## config.mk

```make
export PLATFORM = sky130hd
export DESIGN_NAME = bgrs_queue
export DESIGN_NICKNAME = d
export VERILOG_FILES = /design/src/bgrs_queue.sv
export SDC_FILE = /design/constraint.sdc
export NUM_CORES = 1
export LEC_CHECK = 0
export BUFFER_PORTS_ARGS = -buffer_cell sky130_fd_sc_hd__buf_4
export CORE_MARGIN = 2
export CORE_UTILIZATION = 52
export CTS_BUF_LIST = sky130_fd_sc_hd__clkbuf_8
export DETAILED_ROUTE_END_ITERATION = 12
export PLACE_DENSITY_LB_ADDON = 0.15
export SLEW_MARGIN = 15
export SYNTH_ARGS = -nofsm -noshare
export SYNTH_HDL_FRONTEND = slang
export SYNTH_SLANG_ARGS = --single-unit
```

## constraint.sdc

```tcl
create_clock -name clock -period 2.1 [get_ports clock]
set_clock_uncertainty 0.05 [all_clocks]
set_input_delay 0.21 -clock clock [delete_from_list [all_inputs] [get_ports clock]]
set_output_delay 0.21 -clock clock [all_outputs]
set_load 0.01 [all_outputs]
```

## src/bgrs_queue.sv

```systemverilog
// Two-entry queue between the front end and the back end.
module bgrs_queue #(
   parameter int WIDTH = 8
) (
   input  logic             clock,
   input  logic             reset,
   input  logic             push_valid,
   output logic             push_ready,
   input  logic [WIDTH-1:0] push_data,
   output logic             pop_valid,
   input  logic             pop_ready,
   output logic [WIDTH-1:0] pop_data
);

   logic [1:0][WIDTH-1:0] entry_ff, entry_in;
   logic                  wr_ptr_ff, wr_ptr_in;
   logic                  rd_ptr_ff, rd_ptr_in;
   logic [1:0]            count_ff, count_in;
   logic                  push_fire;
   logic                  pop_fire;

   assign push_ready = (count_ff != 2'd2);
   assign pop_valid  = (count_ff != 2'd0);
   assign pop_data   = entry_ff[rd_ptr_ff];
   assign push_fire  = push_valid && push_ready;
   assign pop_fire   = pop_valid && pop_ready;

   // Pointer and occupancy update.
   always_comb begin
      entry_in  = entry_ff;
      wr_ptr_in = wr_ptr_ff;
      rd_ptr_in = rd_ptr_ff;
      count_in  = count_ff;
      if (push_fire) begin
         entry_in[wr_ptr_ff] = push_data;
         wr_ptr_in           = ~wr_ptr_ff;
      end
      if (pop_fire) begin
         rd_ptr_in = ~rd_ptr_ff;
      end
      if (push_fire && !pop_fire) begin
         count_in = count_ff + 2'd1;
      end else if (pop_fire && !push_fire) begin
         count_in = count_ff - 2'd1;
      end
   end

   always_ff @(posedge clock) begin
      if (reset) begin
         wr_ptr_ff <= 1'b0;
         rd_ptr_ff <= 1'b0;
         count_ff  <= 2'd0;
      end else begin
         wr_ptr_ff <= wr_ptr_in;
         rd_ptr_ff <= rd_ptr_in;
         count_ff  <= count_in;
      end
   end

   always_ff @(posedge clock) begin
      entry_ff <= entry_in;
   end

endmodule

```

### Word-level counts from Yosys, hierarchy flattened

Cells that the tools add are included.

| word-level totals | value |
|---|---|
| output and inout bits | 10 |
| bits of input ports | 12 |
| word-level logic and storage cells | 29 |
| flip-flop bits (word level) | 20 |

| operators by class | value |
|---|---|
| eq/ne operators | 1 |
| bitwise gates (word level) | 2 |
| $lt $le $gt $ge | 3 |
| add/sub/neg operators | 2 |
| multiplexer cells | 7 |
| reduce and logical (&&, ||, !) cells | 9 |

Operator list:

| cell | number |
|---|---|
| two-way mux 8 bit | 3 |
| bitwise mux 16 bit | 1 |
| demux 8 bit (select 1 bit) | 1 |
| logical AND 1 bit | 5 |
| less-than comparator 1 x 2 -> 1 bit, second input constant | 2 |
| two-way mux 2 bit | 2 |
| nonzero test 2 bit | 2 |
| adder 2 x 1 -> 2 bit, second input constant | 1 |
| zero test 1 bit | 2 |
| != test 2 bit, second input constant | 1 |
| inverter 1 bit | 2 |
| subtractor 2 x 1 -> 2 bit, second input constant | 1 |
| greater-or-equal comparator 1 bit, second input constant | 1 |

### Logic depth before layout (Yosys ltp)

| logic depth | value |
|---|---|
| depth in word-level cells | 6 |
| gate-level depth with buffers | 6 |

### Worst setup path after synthesis

Ideal clock, no wire load.

| path | value |
|---|---|
| path kind | register to register |
| from | reg count_ff[0] |
| to | reg count_ff[1] |
| setup time | 0.070 ns |
| slack | 0.556 ns |
| buffers on the path | 0 |
| clock period less this slack | 1.544 ns |
| required time | 1.980 ns |
| cell stages (with the launch flop) | 6 |
| arrival time | 1.424 ns |
| cell sequence | dfxtp_1 > nand2b_4 > and2_1 > ha_1 > or3_1 > a21oi_1 |

| on the way | value |
|---|---|
| cells in the longest elaborated chain, start to end | 5 |

Ends and longest elaborated chain:

| what | line | text |
|---|---|---|
| start, declared | 18 | `logic [1:0] count_ff, count_in;` |
| start signal, assigned | 56 | `count_ff <= count_in;` |
| != test 2 bit * | 22 | `assign push_ready = (count_ff != 2'd2);` |
| net push_ready | 8 | `output logic push_ready,` |
| logical AND 1 bit * | 25 | `assign push_fire = push_valid && push_ready;` |
| net push_fire | 19 | `logic push_fire;` |
| zero test 1 bit | 43 | `end else if (pop_fire && !push_fire) begin` |
| logical AND 1 bit | 43 |  |
| nonzero test 2 bit (no source line) | - |  |

The timed path passes the listed nets; every way through them passes the cells marked *. The select of a mux whose other input is x is not followed.
A chain may end at the register's enable or synchronous reset.

### Worst setup path after layout

| path | value |
|---|---|
| from | reg count_ff[1] |
| to | reg count_ff[1] |

| on the way | value |
|---|---|
| cells in the longest elaborated chain, start to end | 5 |

Ends and longest elaborated chain:

| what |
|---|
| branches (longest 5 deep; another with subtractor 2 x 1 -> 2 bit) |

Parallel ways; which one is timed is not known. The select of a mux whose other input is x is not followed.

==> results.toml <==
[worst_setup_path]
r2r_slack_ns = 0.45
r2r_start = "count_ff[1]"
reg2reg_depth = 4
required_ns = 2.24
r2r_end = "count_ff[1]"
cp-start-kind = "flop"
crit_arrival_ns = 1.78
cp_max_fo = 5
critical_path_class = "flop to flop"
end_kind = "flop"

[global_route]
grt_overflow = 0
antenna_found_initial = 0
grt_pass1_wl_mm = 2.01
track_usage_pct = 15.4
grt_max_degree = 12
grt_pass1_vias = 465

[die]
die_x_um = 42.8
start_util_pct = 57.9
core_um2 = 1350
die_area_um2 = 1830
ios = 22
row_count = 13
die_y_um = 42.8

[synthesis]
syn_area_per_cell_um2 = 16.6
ys_ff_latch = 20
syn-instance-count = 47
synth_area_um2 = 782
seq_area_frac_synth_pct = 71.7
yosysWarnings = 0
syn-num-nets = 60
synth_cell_type_count = 17

[status]
status = "complete, no violations"

[cts]
insertion_delay_ns = 0.25
clockBufferDepth = 2
cts_hold_buf = 0
cts_resized = 0
h-tree-depth = 1
clock-sinks = 20
cts-root-buf = "clkbuf_8"
cts_setup_buffers = 0
path_clk_slew_ns = 0.07
cts_made_buffers = 3
cts_tree = "done"

[detailed_routing]
wl_mm = 1.32
routedWlPerCell_um = 15.4
num_vias = 468
vias_per_cell = 5.44
ant_nets = 0
drc = 0
drt_pass1_iterations = 4
drtIter0Drc = 7

[cells_and_area]
nets = 85
layout.area.seq_um2 = 561
mostFrequentLayoutCells = "buf_4, edfxtp_1, mux2_2"
drive_gt1_share_pct = 49.3
antenna_cells = 0
synthToLayoutAreaGrowth_pct = 27.7
final_common_cell = "buf_4"
multi_input_area_um2 = 213
fillCellCount = 86
final_area_um2 = 998

[sta]
period_minus_slack_ns = 1.65
setup_viol = 0
slew_violations = 0
hold_viol_final = 0
tightest_slew_ns = 0.408
maxSlewHeadroom_pct = 72.8
rsz0062_at_grt = "no"
min_period_over_period_pct = 78.5
fmax_ghz = 0.607
fin_setup_tns_ns = 0

[min_path]
hold_class = "primary input to flop"
hold_start = "push_data[0]"
hold_depth = 1
hold_path_end = "entry_ff[0]"

[placement]
placed_cell_area_um2 = 953
routabilityCongestion = 0.679
place_hpwl_um = 945
portBuffers = 21

[pwr]
p_leak_nw = 0.398
powerDensity_nw_per_um2 = 1190
ir_worst_vdd_uv = 877

[job]
max_cap_violations = 0
## layout make-up
| cell class | instances | area share, % |
|---|---|---|
| multi-input combinational | 25 | 21.3 |
| tap | 15 | 1.88 |
| sequential | 20 | 56.1 |
| timing repair buffer | 21 | 15.8 |
| clock inverter | 1 | 0.376 |
| inverter | 1 | 0.376 |
| clock buffer | 3 | 4.14 |
## layer usage
layer	vias to the layer above	global-route usage [%]	part of all wire, %
met5	-	0	0
met4	0	7.50	2.0
met3	4	2.55	5.7
met2	24	27.9	52
met1	217	17.2	41
li1	223	-	-
## through the flow
step	total power, mW	util (%)	setup slack [ns]	instances	hold slack [ns]
2_1_floorplan	0.784	-	0.556	47	0.229
3_3_place_gp	0.927	70.6	0.530	82	0.345
4_1_cts	1.19	74.0	0.456	86	0.0834
6_report	1.18	74.0	0.452	86	0.0851
5_1_grt	1.24	74.0	0.378	86	0.0795
3_5_place_dp	0.945	70.6	0.471	82	0.347
## flip-flops by register name, summed over array words and instances (netlist names)
signal     count
count_ff       2
wr_ptr_ff      1
rd_ptr_ff      1
entry_ff      16
## power by group
| part | switching (mW) | internal [mW] |
|---|---|---|
| clock | 0.117 | 0.130 |
| sequential | 0.0560 | 0.502 |
| combinational | 0.165 | 0.214 |
## critical path: stages, from the launching register on
cell     delay [ns]
dfxtp_1        0.35
o21ai_0        0.34
ha_1           0.34
or3_1          0.36
a21oi_1        0.14
## worst max path at each step
| stage | from | to | slack [ns] | cells past startpoint |
|---|---|---|---|---|
| 3_3_place_gp | count_ff[0] | count_ff[1] | 0.53 | 5 |
| 5_1_grt | count_ff[1] | count_ff[1] | 0.38 | 4 |
| 3_5_place_dp | count_ff[1] | count_ff[1] | 0.47 | 4 |
| 2_1_floorplan | count_ff[0] | count_ff[1] | 0.56 | 5 |
| 6_report | count_ff[1] | count_ff[1] | 0.45 | 4 |
| 4_1_cts | count_ff[1] | count_ff[1] | 0.46 | 4 |
## logic make-up (layout without fill, tap and decap cells)
kind of cell,count (synthesis),count (layout),share of synthesized area [%]
DFF,20,20,71.7
muxes,8,8,11.5
and+or+nand+nor,8,8,6.88
AOI/OAI and AO/OA,5,5,3.84
xor gates and xnor gates,3,3,3.36
buffers and inverters,2,26,1.12
adders and majority gates,1,1,1.60
## Yosys cell counts
library cell,number,area share [%]
o21ai_0,2,1.3
a21oi_1,2,1.3
dfxtp_1,4,10
mux2_2,8,12
edfxtp_1,16,61
buf_2,1,0.64
nor2_1,2,0.96
inv_1,1,0.48
or2_2,1,0.80
ha_1,1,1.6
a21bo_2,1,1.3
xor2_1,3,3.4
nand3b_1,1,0.96
or3_1,1,0.80
and3_1,1,0.80
nand2b_4,1,1.8
and2_1,1,0.80
Note: power is estimated with default switching activity, not from simulation.
