[src/bgrs_pkg.sv]
// Shared types and constants of the broadcast gradient reduce-sum block.
package bgrs_pkg;

   // Field widths of the transaction payloads.
   localparam int DATA_W  = 32;
   localparam int IDX_W   = 12;
   localparam int SIZE_W  = 16;
   localparam int RANK_W  = 3;
   localparam int KEEP_W  = 4;
   localparam int TDATA_W = 48;
   localparam int TUSER_W = 2;

   // Number of dimension slots that the register file carries.
   localparam int SLOT_COUNT = 4;

   // Register port geometry.
   localparam int CSR_ADDR_W = 5;
   localparam int CSR_DATA_W = 32;

   // Register indexes.
   localparam logic [2:0] REG_RANK  = 3'd0;
   localparam logic [2:0] REG_DIM_0 = 3'd1;
   localparam logic [2:0] REG_DIM_1 = 3'd2;
   localparam logic [2:0] REG_DIM_2 = 3'd3;
   localparam logic [2:0] REG_DIM_3 = 3'd4;
   localparam logic [2:0] REG_KEEP  = 3'd5;

   // Operation carried in req_tuser[0].
   typedef enum logic {
      REQ_ACCUM = 1'b0,
      REQ_READ  = 1'b1
   } req_kind_type;

   // Configuration as seen by the datapath.
   typedef struct packed {
      logic [RANK_W-1:0]                  rank;
      logic [SLOT_COUNT-1:0][SIZE_W-1:0] dim_size;
      logic [KEEP_W-1:0]                  keep_mask;
   } cfg_type;

endpackage

[src/bgrs_front.sv]
// Front end: accepts requests, tracks the tensor position and forms the target offset.
module bgrs_front #(
   parameter int MAX_RANK  = 4,
   parameter int OUT_DEPTH = 4096,
   localparam int AW = $clog2(OUT_DEPTH),
   localparam int EW = 2 + AW + bgrs_pkg::DATA_W + bgrs_pkg::IDX_W
) (
   input  logic                          clock,
   input  logic                          reset,
   input  bgrs_pkg::cfg_type             cfg,
   input  logic                          enable,
   input  logic                          req_tvalid,
   output logic                          req_tready,
   input  logic                          req_is_read,
   input  logic                          req_start,
   input  logic [bgrs_pkg::DATA_W-1:0]   req_value,
   input  logic [bgrs_pkg::IDX_W-1:0]    req_index,
   output logic                          push_valid,
   input  logic                          push_ready,
   output logic [EW-1:0]                 push_data
);

   localparam int SLOTS = (MAX_RANK < bgrs_pkg::SLOT_COUNT) ? MAX_RANK : bgrs_pkg::SLOT_COUNT;
   localparam int SW    = (SLOTS > 1) ? $clog2(SLOTS) : 1;
   localparam int ACC_W = AW + 1;
   localparam int HW    = ACC_W + bgrs_pkg::SIZE_W + 1;
   localparam int SZ    = bgrs_pkg::SIZE_W;

   typedef enum logic [2:0] {
      F_IDLE = 3'b001,
      F_CALC = 3'b010,
      F_PUSH = 3'b100
   } front_state_type;

   front_state_type st_ff, st_in;

   logic [SLOTS-1:0][SZ-1:0] pos_ff, pos_in;
   logic [SLOTS-1:0][SZ-1:0] pos_base, pos_next;
   logic [SLOTS-1:0][SZ-1:0] sh_pos_ff, sh_pos_in;
   logic [SLOTS-1:0][SZ-1:0] sh_size_ff, sh_size_in;
   logic [SLOTS-1:0]         sh_keep_ff, sh_keep_in;
   logic [SLOTS-1:0][SZ-1:0] size_eff;
   logic [SLOTS-1:0]         slot_active;

   logic [ACC_W-1:0]             acc_ff, acc_in;
   logic [SW-1:0]                step_ff, step_in;
   logic [bgrs_pkg::DATA_W-1:0]  value_ff, value_in;
   logic [bgrs_pkg::IDX_W-1:0]   ridx_ff, ridx_in;
   logic                         is_read_ff, is_read_in;
   logic                         rd_range_ff, rd_range_in;

   logic [bgrs_pkg::RANK_W-1:0]  act_rank;
   logic [ACC_W+SZ-1:0]          prod;
   logic [HW-1:0]                hsum;
   logic [ACC_W-1:0]             hacc;
   logic                         req_fire;
   logic                         in_range;

   assign req_tready = (st_ff == F_IDLE) && enable;
   assign req_fire   = req_tvalid && req_tready;

   // Effective rank and dimension sizes; zero values act as one.
   always_comb begin
      act_rank = (cfg.rank == '0) ? bgrs_pkg::RANK_W'(1) : cfg.rank;
      if (act_rank > bgrs_pkg::RANK_W'(SLOTS)) begin
         act_rank = bgrs_pkg::RANK_W'(SLOTS);
      end
      for (int d = 0; d < SLOTS; d++) begin
         size_eff[d]    = (cfg.dim_size[d] == '0) ? SZ'(1) : cfg.dim_size[d];
         slot_active[d] = bgrs_pkg::RANK_W'(d) < act_rank;
         pos_base[d]    = req_start ? '0 : pos_ff[d];
      end
   end

   // Row-major advance of the position counter, innermost slot first.
   always_comb begin
      logic carry;
      carry = 1'b1;
      for (int d = SLOTS - 1; d >= 0; d--) begin
         pos_next[d] = pos_base[d];
         if (slot_active[d] && carry) begin
            if (pos_base[d] >= size_eff[d] - SZ'(1)) begin
               pos_next[d] = '0;
            end else begin
               pos_next[d] = pos_base[d] + SZ'(1);
               carry       = 1'b0;
            end
         end
      end
   end

   // One Horner step of the offset; saturates at the store depth, which marks a drop.
   always_comb begin
      prod = acc_ff * sh_size_ff[0];
      hsum = HW'(prod) + HW'(sh_pos_ff[0]);
      hacc = (hsum >= HW'(OUT_DEPTH)) ? ACC_W'(OUT_DEPTH) : hsum[ACC_W-1:0];
   end

   // Sequencer: capture, iterate over the slots, hand the entry to the queue.
   always_comb begin
      st_in       = st_ff;
      pos_in      = pos_ff;
      sh_pos_in   = sh_pos_ff;
      sh_size_in  = sh_size_ff;
      sh_keep_in  = sh_keep_ff;
      acc_in      = acc_ff;
      step_in     = step_ff;
      value_in    = value_ff;
      ridx_in     = ridx_ff;
      is_read_in  = is_read_ff;
      rd_range_in = rd_range_ff;
      case (st_ff)
         F_IDLE: begin
            if (req_fire) begin
               value_in    = req_value;
               ridx_in     = req_index;
               is_read_in  = req_is_read;
               rd_range_in = 32'(req_index) < 32'(OUT_DEPTH);
               step_in     = '0;
               if (req_is_read) begin
                  acc_in = ACC_W'(req_index);
                  st_in  = F_PUSH;
               end else begin
                  pos_in     = pos_next;
                  sh_pos_in  = pos_base;
                  sh_size_in = size_eff;
                  for (int d = 0; d < SLOTS; d++) begin
                     sh_keep_in[d] = slot_active[d] & cfg.keep_mask[d];
                  end
                  acc_in = '0;
                  st_in  = F_CALC;
               end
            end
         end
         F_CALC: begin
            if (sh_keep_ff[0]) begin
               acc_in = hacc;
            end
            for (int d = 0; d < SLOTS - 1; d++) begin
               sh_pos_in[d]  = sh_pos_ff[d+1];
               sh_size_in[d] = sh_size_ff[d+1];
               sh_keep_in[d] = sh_keep_ff[d+1];
            end
            sh_keep_in[SLOTS-1] = 1'b0;
            step_in = step_ff + SW'(1);
            if (step_ff == SW'(SLOTS - 1)) begin
               st_in = F_PUSH;
            end
         end
         F_PUSH: begin
            if (push_ready) begin
               st_in = F_IDLE;
            end
         end
         default: begin
            st_in = F_IDLE;
         end
      endcase
   end

   // Control state and position counter.
   always_ff @(posedge clock) begin
      if (reset) begin
         st_ff      <= F_IDLE;
         pos_ff     <= '0;
         sh_keep_ff <= '0;
         step_ff    <= '0;
      end else begin
         st_ff      <= st_in;
         pos_ff     <= pos_in;
         sh_keep_ff <= sh_keep_in;
         step_ff    <= step_in;
      end
   end

   // Working payload.
   always_ff @(posedge clock) begin
      sh_pos_ff   <= sh_pos_in;
      sh_size_ff  <= sh_size_in;
      acc_ff      <= acc_in;
      value_ff    <= value_in;
      ridx_ff     <= ridx_in;
      is_read_ff  <= is_read_in;
      rd_range_ff <= rd_range_in;
   end

   // Queue entry: kind, in-range flag, address, value, echoed index.
   assign in_range   = is_read_ff ? rd_range_ff : (acc_ff < ACC_W'(OUT_DEPTH));
   assign push_valid = (st_ff == F_PUSH);
   assign push_data  = {is_read_ff, in_range, acc_ff[AW-1:0], value_ff, ridx_ff};

   a_calc_done: assert property (@(posedge clock) disable iff (reset)
      (st_ff == F_CALC && step_ff == SW'(SLOTS - 1)) |=> (st_ff == F_PUSH))
      else $error("offset iteration did not finish after the last slot");

   a_accept_busy: assert property (@(posedge clock) disable iff (reset)
      req_fire |=> (st_ff != F_IDLE))
      else $error("front end stayed idle after taking a transaction");

endmodule

[config.mk]
export PLATFORM = sky130hd
export DESIGN_NAME = bgrs_front
export DESIGN_NICKNAME = d
export VERILOG_FILES = /design/src/bgrs_pkg.sv /design/src/bgrs_front.sv
export SDC_FILE = /design/constraint.sdc
export NUM_CORES = 1
export LEC_CHECK = 0
export BUFFER_PORTS_ARGS = -buffer_cell sky130_fd_sc_hd__buf_2
export CAP_MARGIN = 20
export CORE_MARGIN = 1.5
export CORE_UTILIZATION = 39
export CTS_CLUSTER_DIAMETER = 80
export DETAILED_ROUTE_END_ITERATION = 10
export PLACE_DENSITY_LB_ADDON = 0.1
export SYNTH_ARGS = -nofsm -noshare
export SYNTH_HDL_FRONTEND = slang
export SYNTH_SLANG_ARGS = --single-unit
[constraint.sdc]
create_clock -name clock -period 16.37 [get_ports clock]
set_input_delay 1.637 -clock clock [delete_from_list [all_inputs] [get_ports clock]]
set_output_delay 1.637 -clock clock [all_outputs]
set_load 0.02 [all_outputs]
# [Word-level counts from Yosys, hierarchy flattened]
# Index checks and enable logic that the tools add are counted.
[classes] n_addsub=10 n_bitwise=5 eq_ne=9 n_reduce_logical=17 magnitude_cmp=11 mux=46 mul=1
[ops] op="$mux W16" n=16
[ops] op="$mux W48" n=4
[ops] op="$pmux W48 S2" n=2
[ops] op="$add A16 B1 Y16 const B" n=4
[ops] op="$ge A16 B16 Y1" n=4
[ops] op="$logic_not A16 Y1" n=4
[ops] op="$sub A16 B1 Y16 const B" n=4
[ops] op="$mux W13" n=3
[ops] op="$add A29 B16 Y30" n=1
[ops] op="$ge A30 B13 Y1 const B" n=1
[ops] op="$mul A13 B16 Y29" n=1
[ops] op="$pmux W13 S2" n=1
[ops] op="$mux W3" n=6
[ops] op="$lt A13 B13 Y1 const B" n=1
[ops] op="$mux W12" n=1
[ops] op="$reduce_and A3 Y1" n=4
[ops] op="$pmux W3 S3" n=1
[ops] op="$mux W4" n=2
[ops] op="$ne A2 B2 Y1 const B" n=4
[ops] op="$pmux W4 S2" n=1
[ops] op="$mux W1" n=7
[ops] op="$lt A1 B3 Y1 const A" n=2
[ops] op="$lt A2 B3 Y1 const A" n=2
[ops] op="$logic_and A1 B1 Y1" n=5
[ops] op="14 further kinds" n=18
[totals] elab_cells=118 regBits=259 in_bits=122

# [Logic depth before layout (Yosys ltp)]
[depth] word_depth=12 depth_mapped=26 mapped_depth_nobuf=23

# [Worst setup path after synthesis]
# Ideal clock, no wire load.
[synth_timing] kind="input -> register" start="in enable" end="reg sh_keep_ff[0]" t_arrival_ns=7.526 t_required_ns=15.964 cell_stages=6 path_slack_ns=8.439 cell_sequence="and2_1 -> nand2_1 -> or2_1 -> clkbuf_1 -> a21oi_1 -> a311oi_1"
[synth_between] elab_chain_cells=4
[synth_rtl] item="start: declaration" line_no="bgrs_front.sv:11" source="input logic enable,"
[synth_rtl] item="$logic_and A1 B1 Y1" line_no="bgrs_front.sv:59" source="assign req_tready = (st_ff == F_IDLE) && enable;"
[synth_rtl] item="$logic_and A1 B1 Y1" line_no="bgrs_front.sv:60" source="assign req_fire = req_tvalid && req_tready;"
[synth_rtl] item="$ne A2 B2 Y1 (no source line)"
[synth_rtl] item="$reduce_and A3 Y1 (no source line)"
[synth_rtl] item="end signal: assignment" line_no="bgrs_front.sv:171" source="sh_keep_ff <= sh_keep_in;"
[synth_rtl] item="end: declaration" line_no="bgrs_front.sv:41" source="logic [SLOTS-1:0] sh_keep_ff, sh_keep_in;"
# No other way between the ends.
# A chain may end at the register's enable or synchronous reset.

# [Worst setup path in the final report]
[layout_timing] start="reg acc_ff[4]" end="reg acc_ff[2], data pin"
[layout_between] elab_chain_cells=6
[layout_rtl] item="start: declaration" line_no="bgrs_front.sv:45" source="logic [ACC_W-1:0] acc_ff, acc_in;"
[layout_rtl] item="start signal: assignment" line_no="bgrs_front.sv:180" source="acc_ff <= acc_in;"
[layout_rtl] item="$mul A13 B16 Y29" line_no="bgrs_front.sv:94" source="prod = acc_ff * sh_size_ff[0];"
[layout_rtl] item="$add A29 B16 Y30" line_no="bgrs_front.sv:95" source="hsum = HW'(prod) + HW'(sh_pos_ff[0]);"
[layout_rtl] item="$ge A30 B13 Y1" line_no="bgrs_front.sv:96" source="hacc = (hsum >= HW'(OUT_DEPTH)) ? ACC_W'(OUT_DEPTH) : hsum[ACC_W-1:0];"
[layout_rtl] item="$mux W13" line_no="bgrs_front.sv:96"
[layout_rtl] item="$mux W13" line_no="bgrs_front.sv:136" source="if (sh_keep_ff[0]) begin"
[layout_rtl] item="$pmux W13 S2" line_no="bgrs_front.sv:112" source="case (st_ff)"
[layout_rtl] item="named net acc_in[2]" line_no="bgrs_front.sv:45"
# The timed path passes the listed nets, and every way through them passes these cells. The select of a mux whose other input is x is not followed.

==> reports/metrics.cfg <==
[timing]
setup_viol=0
fmax_mhz=135
fin_skew_ns=0.0427
final_hold_viol_count=0
fin_crit_sh_pct=45.2
min_period_ns=7.40
setup-tns-final_ns=0
slew_viol_final=0
tightest_slew_ns=1.16
maxSlewHeadroom_pct=22.1
rsz0062_at_grt=no

[global_route]
grt_pass1_wl_um=104000
antenna_found_initial=0
grt_pass1_vias=17700
gr-total-overflow=0
grt_max_degree=96
grt_use_total_pct=23.7

[outcome]
status=finished clean

[detailed_routing]
ant_nets=0
wl_per_cell_um=20.7
route.detailed.drc=0
vias=17400
first_pass_iters=5
drtIter0Drc=1062
routed_wl_um=67400
viasPerCell=5.34

[setup_path]
path_class=reg -> reg
reg2reg_depth=19
cp-end-kind=flip-flop
reg2reg_slack_ns=8.97
r2r-end=acc_ff[2]
r2r-start=acc_ff[4]
arrival_ns=7.78
cp-start-kind=flip-flop
cp_max_fo=17
critPathRequiredTime_ns=16.75

[floorplan]
die_area_um2=57100
core_um2=55000
die_h_um=239
initial_utilization_pct=39.5
die_w_um=239
io-pin-count=182
rows=86

[min_path]
holdPathEnd=pos_ff[52]
min_path_type=reg -> reg
hold_path_depth=2
hold_start=pos_ff[52]

[synth]
synth_nets=2845
async_reset_ff_share_pct=0
synth-main-ff-cell=edfxtp_1
syn_area_per_cell_um2=9.09
synth_cell_types=80
ys_warn_count=0
syn-cell-area_um2=21700
seq_area_frac_synth_pct=32.5
syn-instance-count=2386
synth-edff-count=186
ys_ff_latch=259

[cts]
clock-sinks=259
cts-root-buf=clkbuf_16
numCtsBuffers=34
hold_buffers=0
post-cts-setup-buffer-count=0
cts_tree=done
clockBufferDepth=3
cts.clk_slew.worst_paths_ns=0.06
htreeDepth=2
clk-insertion-delay-late_ns=0.55
ctsResizeCount=0

[finish]
fin_area_um2=24200
drive_gt1_share_pct=10.7
nets=2941
synthToLayoutAreaGrowth_pct=11.4
n_antenna_cell=0

[place]
gp_congestion=0.894
place_area_um2=23100
port-buffer-count=181
place_hpwl_um=52200

[flow_run]
cap_violations=0

[how the worst max path moves through the flow]
| stage | from | end | cells past startpoint |
|---|---|---|---|
| after detailed placement | acc_ff[4] | acc_ff[5] | 19 |
| after CTS | acc_ff[4] | acc_ff[6] | 19 |
| after global routing | acc_ff[4] | acc_ff[0] | 19 |
| after global placement | acc_ff[4] | acc_ff[2] | 21 |
| final | acc_ff[4] | acc_ff[2] | 19 |
| after floorplan | enable | sh_keep_ff[0] | 6 |
[synthesized netlist by cell type, drive strengths merged (7+ instances only)]
cell | number | area share (%)
nand3 | 46 | 1.1
or3 | 9 | 0.26
inv | 217 | 3.8
clkbuf | 108 | 1.9
nor2b | 51 | 1.5
ha | 170 | 9.8
mux2 | 8 | 0.42
o31ai | 7 | 0.24
nand4 | 17 | 0.49
a311oi | 16 | 0.65
a21o | 34 | 1.2
o211ai | 12 | 0.44
fa | 167 | 15
nand2b | 19 | 0.55
o22a | 8 | 0.32
a211oi | 10 | 0.35
buf | 25 | 0.70
nor2 | 111 | 1.9
or2 | 12 | 0.36
nand2 | 466 | 8.1
xor2 | 28 | 1.1
o21ai | 126 | 2.9
a21oi | 92 | 2.1
nand3b | 8 | 0.28
dfxtp | 73 | 6.7
and2 | 110 | 3.2
or4 | 10 | 0.35
nor3 | 38 | 0.88
nor4 | 23 | 0.69
and4 | 7 | 0.28
and3 | 32 | 0.92
xnor2 | 42 | 1.7
a31oi | 16 | 0.46
o21a | 13 | 0.45
edfxtp | 186 | 26
[final cells by class]
cell class | instances | area, um2
flip-flops and latches | 259 | 7050
multi-input cells | 1777 | 13300
clock buffers | 46 | 906
well taps | 748 | 936
inverters | 217 | 815
repair buffers | 193 | 996
clock inverters | 15 | 154
fillers | 5440 | 30800
[routing by layer]
| metal | up-vias | wire, um | global-route usage (%) |
|---|---|---|---|
| li1 | 8261 | - | - |
| met5 | - | 0 | 0 |
| met3 | 116 | 2200 | 2.37 |
| met1 | 8638 | 27300 | 28.3 |
| met2 | 380 | 35400 | 43.7 |
| met4 | 0 | 2510 | 9.26 |
[through the flow]
stage	cells	util (%)	hold slack [ns]	worst slack, ns
floorplan	2386	-	0.431	8.44
global placement	3194	42.0	0.444	9.15
detailed placement	3194	42.0	0.458	9.02
CTS	3255	43.9	0.472	8.99
global route	3255	43.9	0.485	8.39
finish	3255	43.9	0.469	8.97
[placed cells by master (no fill, tap or decap), drive strengths merged, types with 5 or more instances in the layout]
master	instances
a211o	5
a21oi	92
nand4	17
a31oi	16
mux2	8
nand2	466
and2	110
buf	193
or2	12
a211oi	10
nand2b	19
or3	9
o31ai	7
inv	219
ha	170
nor3b	5
fa	167
nor2	111
clkinv	11
o211ai	12
and3	32
edfxtp	186
nand3b	8
a311oi	16
o21ai	126
nor3	38
xor2	28
or4	10
nor4	23
xnor2	42
nand3	46
nor2b	51
a22oi	5
and4	7
o21a	13
dfxtp	73
clkbuf	46
a21o	34
o22a	8
[cell families after synthesis]
group,after synthesis,synth area share (%)
compound gates,386,11.3
xor+xnor,70,2.83
fa+ha+maj,337,25.2
buf+inv,350,6.33
flops,259,32.5
mux,10,0.508
simple gates,974,21.4
[registers in the layout (all words and copies together) (netlist names)]
| signal | flops |
|---|---|
| pos_ff | 64 |
| sh_pos_ff | 64 |
| sh_size_ff | 64 |
| value_ff | 32 |
| acc_ff | 13 |
| ridx_ff | 12 |
| sh_keep_ff | 4 |
| st_ff | 3 |
| step_ff | 2 |
| is_read_ff | 1 |
[worst max-delay path, cell delays in order, from the launching register on]
cell,delay (ns)
edfxtp_1,0.73
and2_1,0.31
fa_1,0.54
inv_1,0.05
fa_1,0.49
inv_1,0.05
fa_1,0.48
fa_1,0.53
fa_1,0.61
fa_1,0.44
ha_1,0.55
nand2_1,0.26
nor3_1,0.55
nor3_1,0.09
a21oi_1,0.15
o21ai_0,0.11
xnor2_1,0.15
nor4_2,0.35
nand3_1,0.47
o21ai_1,0.29
Power is left out: the tool's default activity adds up to more than one toggle a clock period on the data nets, which glitch-free logic cannot reach.
